**config.mk**
```make
export PLATFORM = sky130hd
export DESIGN_NAME = gha_ctrl
export DESIGN_NICKNAME = d
export VERILOG_FILES = /design/src/sv/gha_pkg.sv /design/src/sv/gha_ctrl.sv
export SDC_FILE = /design/constraint.sdc
export NUM_CORES = 1
export LEC_CHECK = 0
export BUFFER_PORTS_ARGS = -buffer_cell sky130_fd_sc_hd__clkbuf_2
export CAP_MARGIN = 0
export CELL_PAD_IN_SITES_DETAIL_PLACEMENT = 0
export CELL_PAD_IN_SITES_GLOBAL_PLACEMENT = 2
export CORE_MARGIN = 2
export CORE_UTILIZATION = 34
export CTS_BUF_LIST = sky130_fd_sc_hd__clkbuf_4
export CTS_CLUSTER_DIAMETER = 80
export DETAILED_ROUTE_END_ITERATION = 7
export PLACE_DENSITY_LB_ADDON = 0.3
export SETUP_SLACK_MARGIN = 0.05
export SLEW_MARGIN = 40
export SYNTH_ARGS = -nofsm -noshare
export SYNTH_HDL_FRONTEND = slang
export SYNTH_SLANG_ARGS = --single-unit
export TNS_END_PERCENT = 50
```
**constraint.sdc**
```tcl
create_clock -name clk -period 5.1 [get_ports clk]
set_input_delay 0.51 -clock clk [delete_from_list [all_inputs] [get_ports clk]]
set_output_delay 0.51 -clock clk [all_outputs]
set_load 0.005 [all_outputs]
```
**src/sv/gha_pkg.sv**
```systemverilog
// Package for the generational handle allocator.
// Holds the operation and status codes shared by the sequencer and the top level.
// No dependencies.
`default_nettype none

package gha_pkg;

  localparam int FUNC_W   = 2;
  localparam int STATUS_W = 2;

  typedef logic [FUNC_W-1:0]   func_t;
  typedef logic [STATUS_W-1:0] status_t;

  localparam func_t F_ALLOC    = 2'd0;
  localparam func_t F_RELEASE  = 2'd1;
  localparam func_t F_VALIDATE = 2'd2;
  localparam func_t F_FIND     = 2'd3;

  localparam status_t ST_OK        = 2'd0;
  localparam status_t ST_INVALID   = 2'd1;
  localparam status_t ST_FULL      = 2'd2;
  localparam status_t ST_NOT_FOUND = 2'd3;

endpackage

`default_nettype wire

```
**src/sv/gha_ctrl.sv**
```systemverilog
// Sequencer of the handle allocator: free list, counters, handle check and name scan.
// Drives the name RAM and the version/next-free RAM; depends on gha_pkg.
`default_nettype none

module gha_ctrl #(
  parameter int CAPACITY     = 1024,
  parameter int VERSION_BITS = 16,
  parameter int NAME_BITS    = 32
) (
  input  wire logic                        clk,
  input  wire logic                        rst_n,
  input  wire logic                        in_valid,
  output logic                             in_stall,
  input  wire gha_pkg::func_t              in_func,
  input  wire logic [$clog2(CAPACITY)-1:0] in_handle_index,
  input  wire logic [VERSION_BITS-1:0]     in_handle_version,
  input  wire logic [NAME_BITS-1:0]        in_name_key,
  output logic                             out_valid,
  input  wire logic                        out_stall,
  output gha_pkg::status_t                 out_status,
  output logic [$clog2(CAPACITY)-1:0]      out_index,
  output logic [VERSION_BITS-1:0]          out_version,
  output logic                             name_we,
  output logic [$clog2(CAPACITY)-1:0]      name_waddr,
  output logic [NAME_BITS-1:0]             name_wdata,
  output logic [$clog2(CAPACITY)-1:0]      name_raddr,
  input  wire logic [NAME_BITS-1:0]        name_rdata,
  output logic                             meta_we,
  output logic [$clog2(CAPACITY)-1:0]      meta_waddr,
  output logic [VERSION_BITS+$clog2(CAPACITY)-1:0] meta_wdata,
  output logic [$clog2(CAPACITY)-1:0]      meta_raddr,
  input  wire logic [VERSION_BITS+$clog2(CAPACITY)-1:0] meta_rdata
);

  import gha_pkg::*;

  localparam int IDX_W = $clog2(CAPACITY);
  localparam int CNT_W = $clog2(CAPACITY + 1);

  localparam logic [CNT_W-1:0]        CAP_C   = CNT_W'(CAPACITY);
  localparam logic [CNT_W-1:0]        CNT_ONE = CNT_W'(1);
  localparam logic [VERSION_BITS-1:0] VER_ONE = VERSION_BITS'(1);

  localparam logic [2:0] S_IDLE = 3'd0;
  localparam logic [2:0] S_EXEC = 3'd1;
  localparam logic [2:0] S_SCAN = 3'd2;
  localparam logic [2:0] S_FVER = 3'd3;
  localparam logic [2:0] S_RESP = 3'd4;

  logic [2:0]              state_r, state_nxt;
  func_t                   func_r, func_nxt;
  logic [IDX_W-1:0]        idx_r, idx_nxt;
  logic [VERSION_BITS-1:0] ver_r, ver_nxt;
  logic [NAME_BITS-1:0]    key_r, key_nxt;
  logic [CNT_W-1:0]        used_r, used_nxt;
  logic [IDX_W-1:0]        head_r, head_nxt;
  logic [CNT_W-1:0]        flen_r, flen_nxt;
  logic [CNT_W-1:0]        scan_r, scan_nxt;
  status_t                 res_status_r, res_status_nxt;
  logic [IDX_W-1:0]        res_index_r, res_index_nxt;
  logic [VERSION_BITS-1:0] res_version_r, res_version_nxt;
  logic                    out_valid_r, out_valid_nxt;
  status_t                 out_status_r, out_status_nxt;
  logic [IDX_W-1:0]        out_index_r, out_index_nxt;
  logic [VERSION_BITS-1:0] out_version_r, out_version_nxt;

  logic                    fin;
  status_t                 fin_status;
  logic [IDX_W-1:0]        fin_index;
  logic [VERSION_BITS-1:0] fin_version;

  logic [VERSION_BITS-1:0] meta_ver;
  logic [IDX_W-1:0]        meta_next;
  logic [VERSION_BITS-1:0] ver_inc;
  logic [VERSION_BITS-1:0] ver_bump;
  logic                    handle_ok;
  logic                    out_free;
  logic [CNT_W-1:0]        scan_inc;

  assign meta_ver  = meta_rdata[VERSION_BITS+IDX_W-1:IDX_W];
  assign meta_next = meta_rdata[IDX_W-1:0];
  assign ver_inc   = meta_ver + VER_ONE;
  assign ver_bump  = (ver_inc == '0) ? VER_ONE : ver_inc;
  assign scan_inc  = scan_r + CNT_ONE;
  assign out_free  = !out_valid_r || !out_stall;

  // The stored version is trusted only for slots below the used count.
  assign handle_ok = (idx_r != '0) && (CNT_W'(idx_r) < used_r) &&
                     (ver_r != '0) && (meta_ver == ver_r);

  assign in_stall = (state_r != S_IDLE);

  always_comb begin
    state_nxt       = state_r;
    func_nxt        = func_r;
    idx_nxt         = idx_r;
    ver_nxt         = ver_r;
    key_nxt         = key_r;
    used_nxt        = used_r;
    head_nxt        = head_r;
    flen_nxt        = flen_r;
    scan_nxt        = scan_r;
    res_status_nxt  = res_status_r;
    res_index_nxt   = res_index_r;
    res_version_nxt = res_version_r;
    out_valid_nxt   = out_valid_r && out_stall;
    out_status_nxt  = out_status_r;
    out_index_nxt   = out_index_r;
    out_version_nxt = out_version_r;
    name_we         = 1'b0;
    name_waddr      = '0;
    name_wdata      = '0;
    name_raddr      = scan_r[IDX_W-1:0];
    meta_we         = 1'b0;
    meta_waddr      = '0;
    meta_wdata      = '0;
    meta_raddr      = head_r;
    fin             = 1'b0;
    fin_status      = ST_OK;
    fin_index       = '0;
    fin_version     = '0;

    case (state_r)
      S_IDLE: begin
        if (in_valid) begin
          func_nxt   = in_func;
          idx_nxt    = in_handle_index;
          ver_nxt    = in_handle_version;
          key_nxt    = in_name_key;
          meta_raddr = (in_func == F_ALLOC) ? head_r : in_handle_index;
          state_nxt  = S_EXEC;
        end
      end
      S_EXEC: begin
        case (func_r)
          F_ALLOC: begin
            if (flen_r != '0) begin
              // Pop the free list; the slot keeps the version set on release.
              name_we     = 1'b1;
              name_waddr  = head_r;
              name_wdata  = key_r;
              head_nxt    = meta_next;
              flen_nxt    = flen_r - CNT_ONE;
              fin         = 1'b1;
              fin_index   = head_r;
              fin_version = meta_ver;
            end else if (used_r >= CAP_C) begin
              fin        = 1'b1;
              fin_status = ST_FULL;
            end else begin
              name_we     = 1'b1;
              name_waddr  = used_r[IDX_W-1:0];
              name_wdata  = key_r;
              meta_we     = 1'b1;
              meta_waddr  = used_r[IDX_W-1:0];
              meta_wdata  = {VER_ONE, {IDX_W{1'b0}}};
              used_nxt    = used_r + CNT_ONE;
              fin         = 1'b1;
              fin_index   = used_r[IDX_W-1:0];
              fin_version = VER_ONE;
            end
          end
          F_RELEASE: begin
            fin = 1'b1;
            if (handle_ok) begin
              name_we    = 1'b1;
              name_waddr = idx_r;
              name_wdata = '0;
              meta_we    = 1'b1;
              meta_waddr = idx_r;
              meta_wdata = {ver_bump, head_r};
              head_nxt   = idx_r;
              if (flen_r < CAP_C) begin
                flen_nxt = flen_r + CNT_ONE;
              end
            end else begin
              fin_status = ST_INVALID;
            end
          end
          F_VALIDATE: begin
            fin = 1'b1;
            if (handle_ok) begin
              fin_index   = idx_r;
              fin_version = ver_r;
            end else begin
              fin_status = ST_INVALID;
            end
          end
          default: begin
            // Slot 0 never holds a name, so the scan starts at slot 1.
            if ((key_r == '0) || (used_r <= CNT_ONE)) begin
              fin        = 1'b1;
              fin_status = ST_NOT_FOUND;
            end else begin
              scan_nxt   = CNT_ONE;
              name_raddr = CNT_ONE[IDX_W-1:0];
              state_nxt  = S_SCAN;
            end
          end
        endcase
      end
      S_SCAN: begin
        // The name read back belongs to the slot issued in the previous cycle.
        if (name_rdata == key_r) begin
          meta_raddr = scan_r[IDX_W-1:0];
          state_nxt  = S_FVER;
        end else if (scan_inc >= used_r) begin
          fin        = 1'b1;
          fin_status = ST_NOT_FOUND;
        end else begin
          scan_nxt   = scan_inc;
          name_raddr = scan_inc[IDX_W-1:0];
        end
      end
      S_FVER: begin
        fin         = 1'b1;
        fin_index   = scan_r[IDX_W-1:0];
        fin_version = meta_ver;
      end
      S_RESP: begin
        if (out_free) begin
          out_valid_nxt   = 1'b1;
          out_status_nxt  = res_status_r;
          out_index_nxt   = res_index_r;
          out_version_nxt = res_version_r;
          state_nxt       = S_IDLE;
        end
      end
      default: begin
        state_nxt = S_IDLE;
      end
    endcase

    if (fin) begin
      if (out_free) begin
        out_valid_nxt   = 1'b1;
        out_status_nxt  = fin_status;
        out_index_nxt   = fin_index;
        out_version_nxt = fin_version;
        state_nxt       = S_IDLE;
      end else begin
        res_status_nxt  = fin_status;
        res_index_nxt   = fin_index;
        res_version_nxt = fin_version;
        state_nxt       = S_RESP;
      end
    end
  end

  always_ff @(posedge clk) begin
    if (!rst_n) begin
      state_r     <= S_IDLE;
      used_r      <= CNT_ONE;
      head_r      <= '0;
      flen_r      <= '0;
      out_valid_r <= 1'b0;
    end else begin
      state_r     <= state_nxt;
      used_r      <= used_nxt;
      head_r      <= head_nxt;
      flen_r      <= flen_nxt;
      out_valid_r <= out_valid_nxt;
    end
  end

  always_ff @(posedge clk) begin
    func_r        <= func_nxt;
    idx_r         <= idx_nxt;
    ver_r         <= ver_nxt;
    key_r         <= key_nxt;
    scan_r        <= scan_nxt;
    res_status_r  <= res_status_nxt;
    res_index_r   <= res_index_nxt;
    res_version_r <= res_version_nxt;
    out_status_r  <= out_status_nxt;
    out_index_r   <= out_index_nxt;
    out_version_r <= out_version_nxt;
  end

  assign out_valid   = out_valid_r;
  assign out_status  = out_status_r;
  assign out_index   = out_index_r;
  assign out_version = out_version_r;

endmodule

`default_nettype wire

```
==> results.yml, run 1 <==
clocking:
  htree_levels: 4
  cts-buffers-inserted: 17
  clockBufferDepth: 2
  clk_latency_ps: 580
  tritoncts: "yes"
  cts_repair_resizes: 0
  clk_root_buffer_cell: "sky130_fd_sc_hd__clkbuf_4"
  tritoncts_num_sinks: 163
  worst_setup_hold_path_clk_slew_ps: 170
grt:
  first_pass_grt_wire_length_um: 48200
  antenna_found_initial: 1
  grt_max_degree: 49
  number_of_global_route_vias_before_repair: 7956
  overflow: 0
  global_route.usage.total_pct: 21.9
synth:
  asyncSetResetFlopFracSynth_pct: 0
  cells_after_synthesis: 969
  postSynthNetCount: 1130
  synth.top_cells.by_count: "99 x sky130_fd_sc_hd__edfxtp_1, 90 x sky130_fd_sc_hd__nor2_1, 73 x sky130_fd_sc_hd__nand2_1"
  synth_enable_flop_cells: 99
  synth_top_cell_area_share_pct: 31.1
  yosysMostFrequentCell: "sky130_fd_sc_hd__edfxtp_1"
  ys.warnings.count: 0
  synth_largest_area_cell: "sky130_fd_sc_hd__edfxtp_1"
  synth.distinct_cells: 70
  mappedNetlistArea_sq_mm: 0.00956
  netlist_top_cells_area: "sky130_fd_sc_hd__edfxtp_1 31%, sky130_fd_sc_hd__dfxtp_1 13%, sky130_fd_sc_hd__xnor2_1 5.6%"
  share_of_synthesized_area_occupied_by_flip_flops_and_latches_pct: 44.5
  synth_register_bits: 163
  syn_avg_cell_area_sq_um: 9.87
  synthFlopType: "sky130_fd_sc_hd__edfxtp_1"
layout:
  drive_gt1_share_pct: 30.3
  syn2layout_area_growth_pct: 19.5
  final_nets: 1362
  postLayoutCellArea_sq_mm: 0.0114
  final.fill_count: 2850
  final_core_utilization_pct: 41.3
  final-instance-count-excl-fill: 1595
worst_setup_path:
  worst_ep_arrival_time_ps: 4060
  timing.critical_path.fanout_max: 8
  critical_path.max_stage_delay_ps: 580
  start_kind: "flip-flop"
  cp-end-kind: "output port"
  crit_path_frequent_cell: "sky130_fd_sc_hd__ha_1"
  cp_cell_sequence: "ha_1 -> nand3_1 -> or2_2 -> nor2_1 -> xnor2_1 -> inv_1 -> ha_1 -> a21o_1 -> a21oi_1 -> o21a_1 -> a31oi_1 -> nand3b_1 -> or3_1 -> o211a_1 -> clkbuf_2"
  timing.critical_path.required_ps: 4590
  worst_path_max_delay_cell: "sky130_fd_sc_hd__edfxtp_1"
  worst_r2r_path_depth: 13
  worst-setup-path-type: "reg -> out"
power:
  cellInternalPower_mw: 2.08
  fin_total_pwr_mw: 3.10
  ir_worst_vdd_v: 0.000126
  sw_frac_of_total_pct: 32.9
  power.leakage_nw: 4.64
  p_seq_share_pct: 53.4
  powerDensity_mw_per_mm2: 272
  pwr-share-clk_pct: 24.5
  combinationalPowerShare_pct: 22.1
  net-switching-power_mw: 1.02
placement:
  dpl.cell_count: 1559
  dp_hpwl_um: 24900
  place_congestion: 0.856
  place.port_buffers: 251
  post_dp_cell_area_sq_mm: 0.0112
floorplan:
  core-area_sq_mm: 0.0277
  pin_count: 252
  die_x_um: 172
  die-height_um: 172
  std_cell_rows: 61
  die_footprint_sq_mm: 0.0295
  initial_utilization_pct: 34.5
drt:
  drt_first_pass_iters: 5
  total_via_count_after_detailed_routing: 8239
  met2RoutedLength_um: 15500
  vias_per_cell: 5.17
  top_layer: "met4"
  wire_per_inst_um: 20.3
  detailedRoute.firstIterationViolations: 598
  drt-met1-wl_um: 14800
  ant_nets: 0
  finalWirelength_um: 32400
  route.met3.wl_um: 1570
  detail_route.drc_violations: 0
min_path:
  min-delay-path-class: "in -> reg"
  min_path_cells: 1
sta:
  slew-limit-headroom_pct: 45.3
  clock-skew-final_ps: 39.9
  period_minus_slack_ps: 4570
  report.final.slew_viol_count: 0
  max_slew.worst_pin.slew_ps: 815
  fin_tns_setup_ps: 0
  final.period_utilization_pct: 89.6
  max_freq_mhz: 219
  setup_violations: 0
  timing.final.hold_violations: 0
  setup_repair_after_global_routing_missed_its_margin: "no"
run_status:
  status: "finished clean"
flow_run:
  cap_violations: 0
## power by group through the flow
stage	Combinational (mW)	Sequential, mW	Clock, mW
2_1_floorplan	0.420	1.65	0
3_3_place_gp	0.681	1.69	0
3_5_place_dp	0.685	1.69	0
6_report	0.686	1.66	0.760
5_1_grt	0.764	1.68	0.838
4_1_cts	0.688	1.66	0.789
## cell usage in the layout, fill, tap and decap left out, types with 26 or more instances in the layout
master                     Yosys  final
sky130_fd_sc_hd__xor2_1       26     26
sky130_fd_sc_hd__clkbuf_2      0    251
sky130_fd_sc_hd__a21oi_1      42     41
sky130_fd_sc_hd__nand3_1      31     30
sky130_fd_sc_hd__dfxtp_1      64     64
sky130_fd_sc_hd__ha_1         38     38
sky130_fd_sc_hd__xnor2_1      61     61
sky130_fd_sc_hd__inv_1        40     40
sky130_fd_sc_hd__nand2_1      73     72
sky130_fd_sc_hd__and2_1       37     37
sky130_fd_sc_hd__nor2_1       90     87
sky130_fd_sc_hd__edfxtp_1     99     99
## final timing paths
check             startpoint            end  slack (ps)
max                scan_r[0]  name_raddr[5]         530
min          in_name_key[22]      key_r[22]         100
max reg2reg        scan_r[0]   out_index[0]        1090
min reg2reg        head_r[7]      head_r[7]         510
## sequential cells by signal (all words and copies together), names as in the netlist
name           cells
res_status_r       2
out_version       16
used_r            11
head_r            10
scan_r            11
idx_r             10
out_index         10
out_status         2
res_version_r     16
ver_r             16
res_index_r       10
key_r             32
state_r            3
flen_r            11
out_valid          1
func_r             2
## timing repair
action                                 4_1_cts  5_1_grt
endpoints found under the hold margin        0        0
hold buffers                                 0        0
setup buffers                                0        1
setup endpoints to repair                    0        6
## per-stage QoR
step	setup WS, ps	hold slack [ps]
after floorplan	958	478
after global placement	1080	488
after detailed placement	1020	492
after CTS	329	54.4
after global routing	219	40.6
final	530	98.5
## layer usage
| metal | global-route usage (%) | vias to the layer above |
|---|---|---|
| met3 | 3.66 | 29 |
| met4 | 5.27 | 0 |
| met5 | 0 | - |
| li1 | - | 4020 |
| met2 | 36.0 | 240 |
| met1 | 30.0 | 3950 |
## worst max-delay path: cells and delay by family (launching register included)
| kind | cells | cell delay, ps |
|---|---|---|
| XOR/XNOR | 1 | 140 |
| flip-flops | 1 | 580 |
| adder cells (fa/ha/maj) | 2 | 440 |
| buffers and inverters | 2 | 200 |
| AND/OR/NAND/NOR | 5 | 1430 |
| AO/OA/AOI/OAI | 5 | 710 |
## kinds of logic (layout without fill, tap and decap cells)
logic type / Yosys count / in the layout / synth area share [%]
XOR/XNOR: 87 / 87 / 7.97
flip-flops: 163 / 163 / 44.5
other: 0 / 3 / 0
adder cells (fa/ha/maj): 39 / 39 / 5.18
AND/OR/NAND/NOR: 357 / 357 / 19.2
buffers and inverters: 95 / 340 / 4.38
multiplexers: 22 / 22 / 2.32
AO/OA/AOI/OAI: 206 / 206 / 16.5
## cell type report
type                            instances  area (sq um)  area share (%)
Sequential cell                       163          4250            37.2
Clock buffer                           19           143            1.25
Clock inverter                         13           110           0.963
Antenna cell                            3          7.51          0.0657
Inverter                               41           154            1.35
Tap cell                              378           473            4.14
Timing Repair Buffer                  267          1380            12.0
Multi-Input combinational cell        711          4910            43.0
No activity file was read; power rests on OpenSTA's default activity.
==> inputs of run 2 (changes only) <==
==> constraint.sdc (replaced) <==
create_clock -name clk -period 5.1 [get_ports clk]
set_input_delay 0 -clock clk [delete_from_list [all_inputs] [get_ports clk]]
set_output_delay 0 -clock clk [all_outputs]
set_load 0.005 [all_outputs]
==> results.yml, run 2 (synthesis results as in run 1) <==
placement:
  place.port_buffers: 251
  place_congestion: 0.851
  post_dp_cell_area_sq_mm: 0.0112
  dpl.cell_count: 1558
  dp_hpwl_um: 24900
worst_setup_path:
  r2r-start: "scan_r[0]"
  timing.critical_path.fanout_max: 8
  timing.rr.end: "out_version[1]"
  timing.critical_path.max_delay_family: "simple AND/OR/NAND/NOR gates"
  timing.critical_path.required_ps: 5100
  crit_path_frequent_cell: "sky130_fd_sc_hd__ha_1"
  setup.reg_to_reg.worst_slack_ps: 1150
  worst_ep_arrival_time_ps: 4060
  cp_cell_sequence: "ha_1 -> nand3_1 -> or2_2 -> nor2_1 -> xnor2_1 -> inv_1 -> ha_1 -> a21o_1 -> a21oi_1 -> o21a_1 -> a31oi_1 -> nand3b_1 -> or3_1 -> o211a_1 -> clkbuf_2"
  start_kind: "flip-flop"
  cp-end-kind: "output port"
  worst_path_max_delay_cell: "sky130_fd_sc_hd__edfxtp_1"
  critical_path.max_stage_delay_ps: 540
  worst_setup_path_startpoint: "scan_r[0]"
  worst-setup-path-type: "reg -> out"
  worst_r2r_path_depth: 13
  critical_path_buf_inv_count: 2
layout:
  largest_register_ffs: 32
  syn2layout_area_growth_pct: 29.3
  final-instance-count-excl-fill: 1682
  postLayoutCellArea_sq_mm: 0.0124
  drive_gt1_share_pct: 28.3
  largest_register_by_flop_count: "key_r"
  final_nets: 1450
  layout.cells.most_common: "sky130_fd_sc_hd__clkbuf_2"
  final_cell_mix: "251 x sky130_fd_sc_hd__clkbuf_2, 99 x sky130_fd_sc_hd__edfxtp_1, 89 x sky130_fd_sc_hd__dlygate4sd3_1"
clocking:
  clockBufferDepth: 2
  cts-buffers-inserted: 17
  clk_root_buffer_cell: "sky130_fd_sc_hd__clkbuf_4"
  tritoncts_num_sinks: 163
  htree_levels: 4
  worst_setup_hold_path_clk_slew_ps: 160
  clk_latency_ps: 610
  tritoncts: "yes"
  cts_repair_resizes: 0
sta:
  clock-skew-final_ps: 31.5
  setup_violations: 0
  period_minus_slack_ps: 4060
  timing.hold.ws_ps: 93.0
  timing.final.hold_violations: 0
  setup_repair_after_global_routing_missed_its_margin: "no"
  final.period_utilization_pct: 79.5
  report.final.slew_viol_count: 0
  slew-limit-headroom_pct: 47.0
  max_freq_mhz: 247
  fin_tns_setup_ps: 0
  max_slew.worst_pin.slew_ps: 794
grt:
  number_of_global_route_vias_before_repair: 8368
  first_pass_grt_wire_length_um: 49300
  global_route.usage.total_pct: 22.4
  antenna_found_initial: 2
  overflow: 0
  grt_max_degree: 35
floorplan:
  die_x_um: 172
  die-height_um: 172
  pin_count: 252
  initial_utilization_pct: 34.5
  die_footprint_sq_mm: 0.0295
  core-area_sq_mm: 0.0277
  std_cell_rows: 61
flow_run:
  cap_violations: 0
drt:
  finalWirelength_um: 32800
  detail_route.drc_violations: 0
  vias_per_cell: 5.12
  wire_per_inst_um: 19.5
  total_via_count_after_detailed_routing: 8619
  ant_nets: 0
  detailedRoute.firstIterationViolations: 783
  drt_first_pass_iters: 5
run_status:
  status: "finished clean"
power:
  powerDensity_mw_per_mm2: 258
  ir_worst_vdd_v: 0.000138
  fin_total_pwr_mw: 3.19
  power.leakage_nw: 5.01
min_path:
  min_path_cells: 2
  timing.hold.worst_endpoint: "key_r[1]"
  worstHoldStart: "in_name_key[1]"
  min-delay-path-class: "in -> reg"
[run 2: cell count changes in the layout (fill, tap and decap cells not counted), moves of 2 or more]
cell / previous run / this run
sky130_fd_sc_hd__inv_4: 5 / 0
sky130_fd_sc_hd__inv_6: 3 / 7
sky130_fd_sc_hd__clkinvlp_4: 1 / 3
sky130_fd_sc_hd__inv_8: 4 / 1
sky130_fd_sc_hd__buf_4: 16 / 13
sky130_fd_sc_hd__clkinv_2: 0 / 2
sky130_fd_sc_hd__dlygate4sd3_1: 0 / 89
[run 2: final cells by class]
cell class                      instances  area [sq um]
Inverter                               41           154
Sequential cell                       163          4250
Fill cell                            2764         15300
Tap cell                              378           473
Multi-Input combinational cell        711          4930
Timing Repair Buffer                  355          2280
Antenna cell                            2          5.00
Clock inverter                         15           144
Clock buffer                           17           128
[run 2: metal layers]
metal	global-route usage, %	part of all wire (%)	up-vias
li1	-	-	4190
met1	30.5	47	4197
met2	36.5	48	202
met3	3.70	4.2	30
met4	6.19	1.6	0
met5	0	0	-
[run 2: where the power goes]
group / leakage, nW / switching (mW) / total [mW] / internal (mW)
Combinational: 3.37 / 0.380 / 0.744 / 0.365
Sequential: 1.49 / 0.117 / 1.66 / 1.54
Clock: 0.143 / 0.534 / 0.788 / 0.254
Total: 5.01 / 1.03 / 3.19 / 2.16
[run 2: how the worst max path moves through the flow]
| stage | cells after the start | slack [ps] | endpoint |
|---|---|---|---|
| global route | 15 | 740 | name_raddr[5] |
| detailed placement | 13 | 1210 | out_index[4] |
| finish | 15 | 1040 | name_raddr[5] |
| floorplan | 13 | 960 | res_index_r[0] |
| CTS | 15 | 1000 | name_raddr[5] |
| global placement | 13 | 970 | out_version[11] |
[run 2: per-stage QoR]
| step | setup WS, ps | util [%] |
|---|---|---|
| 6_report | 1040 | 44.6 |
| 5_1_grt | 741 | 44.6 |
| 4_1_cts | 996 | 44.5 |
| 3_5_place_dp | 1210 | 40.4 |
| 3_3_place_gp | 972 | 40.2 |
| 2_1_floorplan | 958 | - |
[run 2: timing repair]
item	in CTS	in global routing
hold buffers	89	0
buffers inserted	0	0
endpoints found under the hold margin	122	0
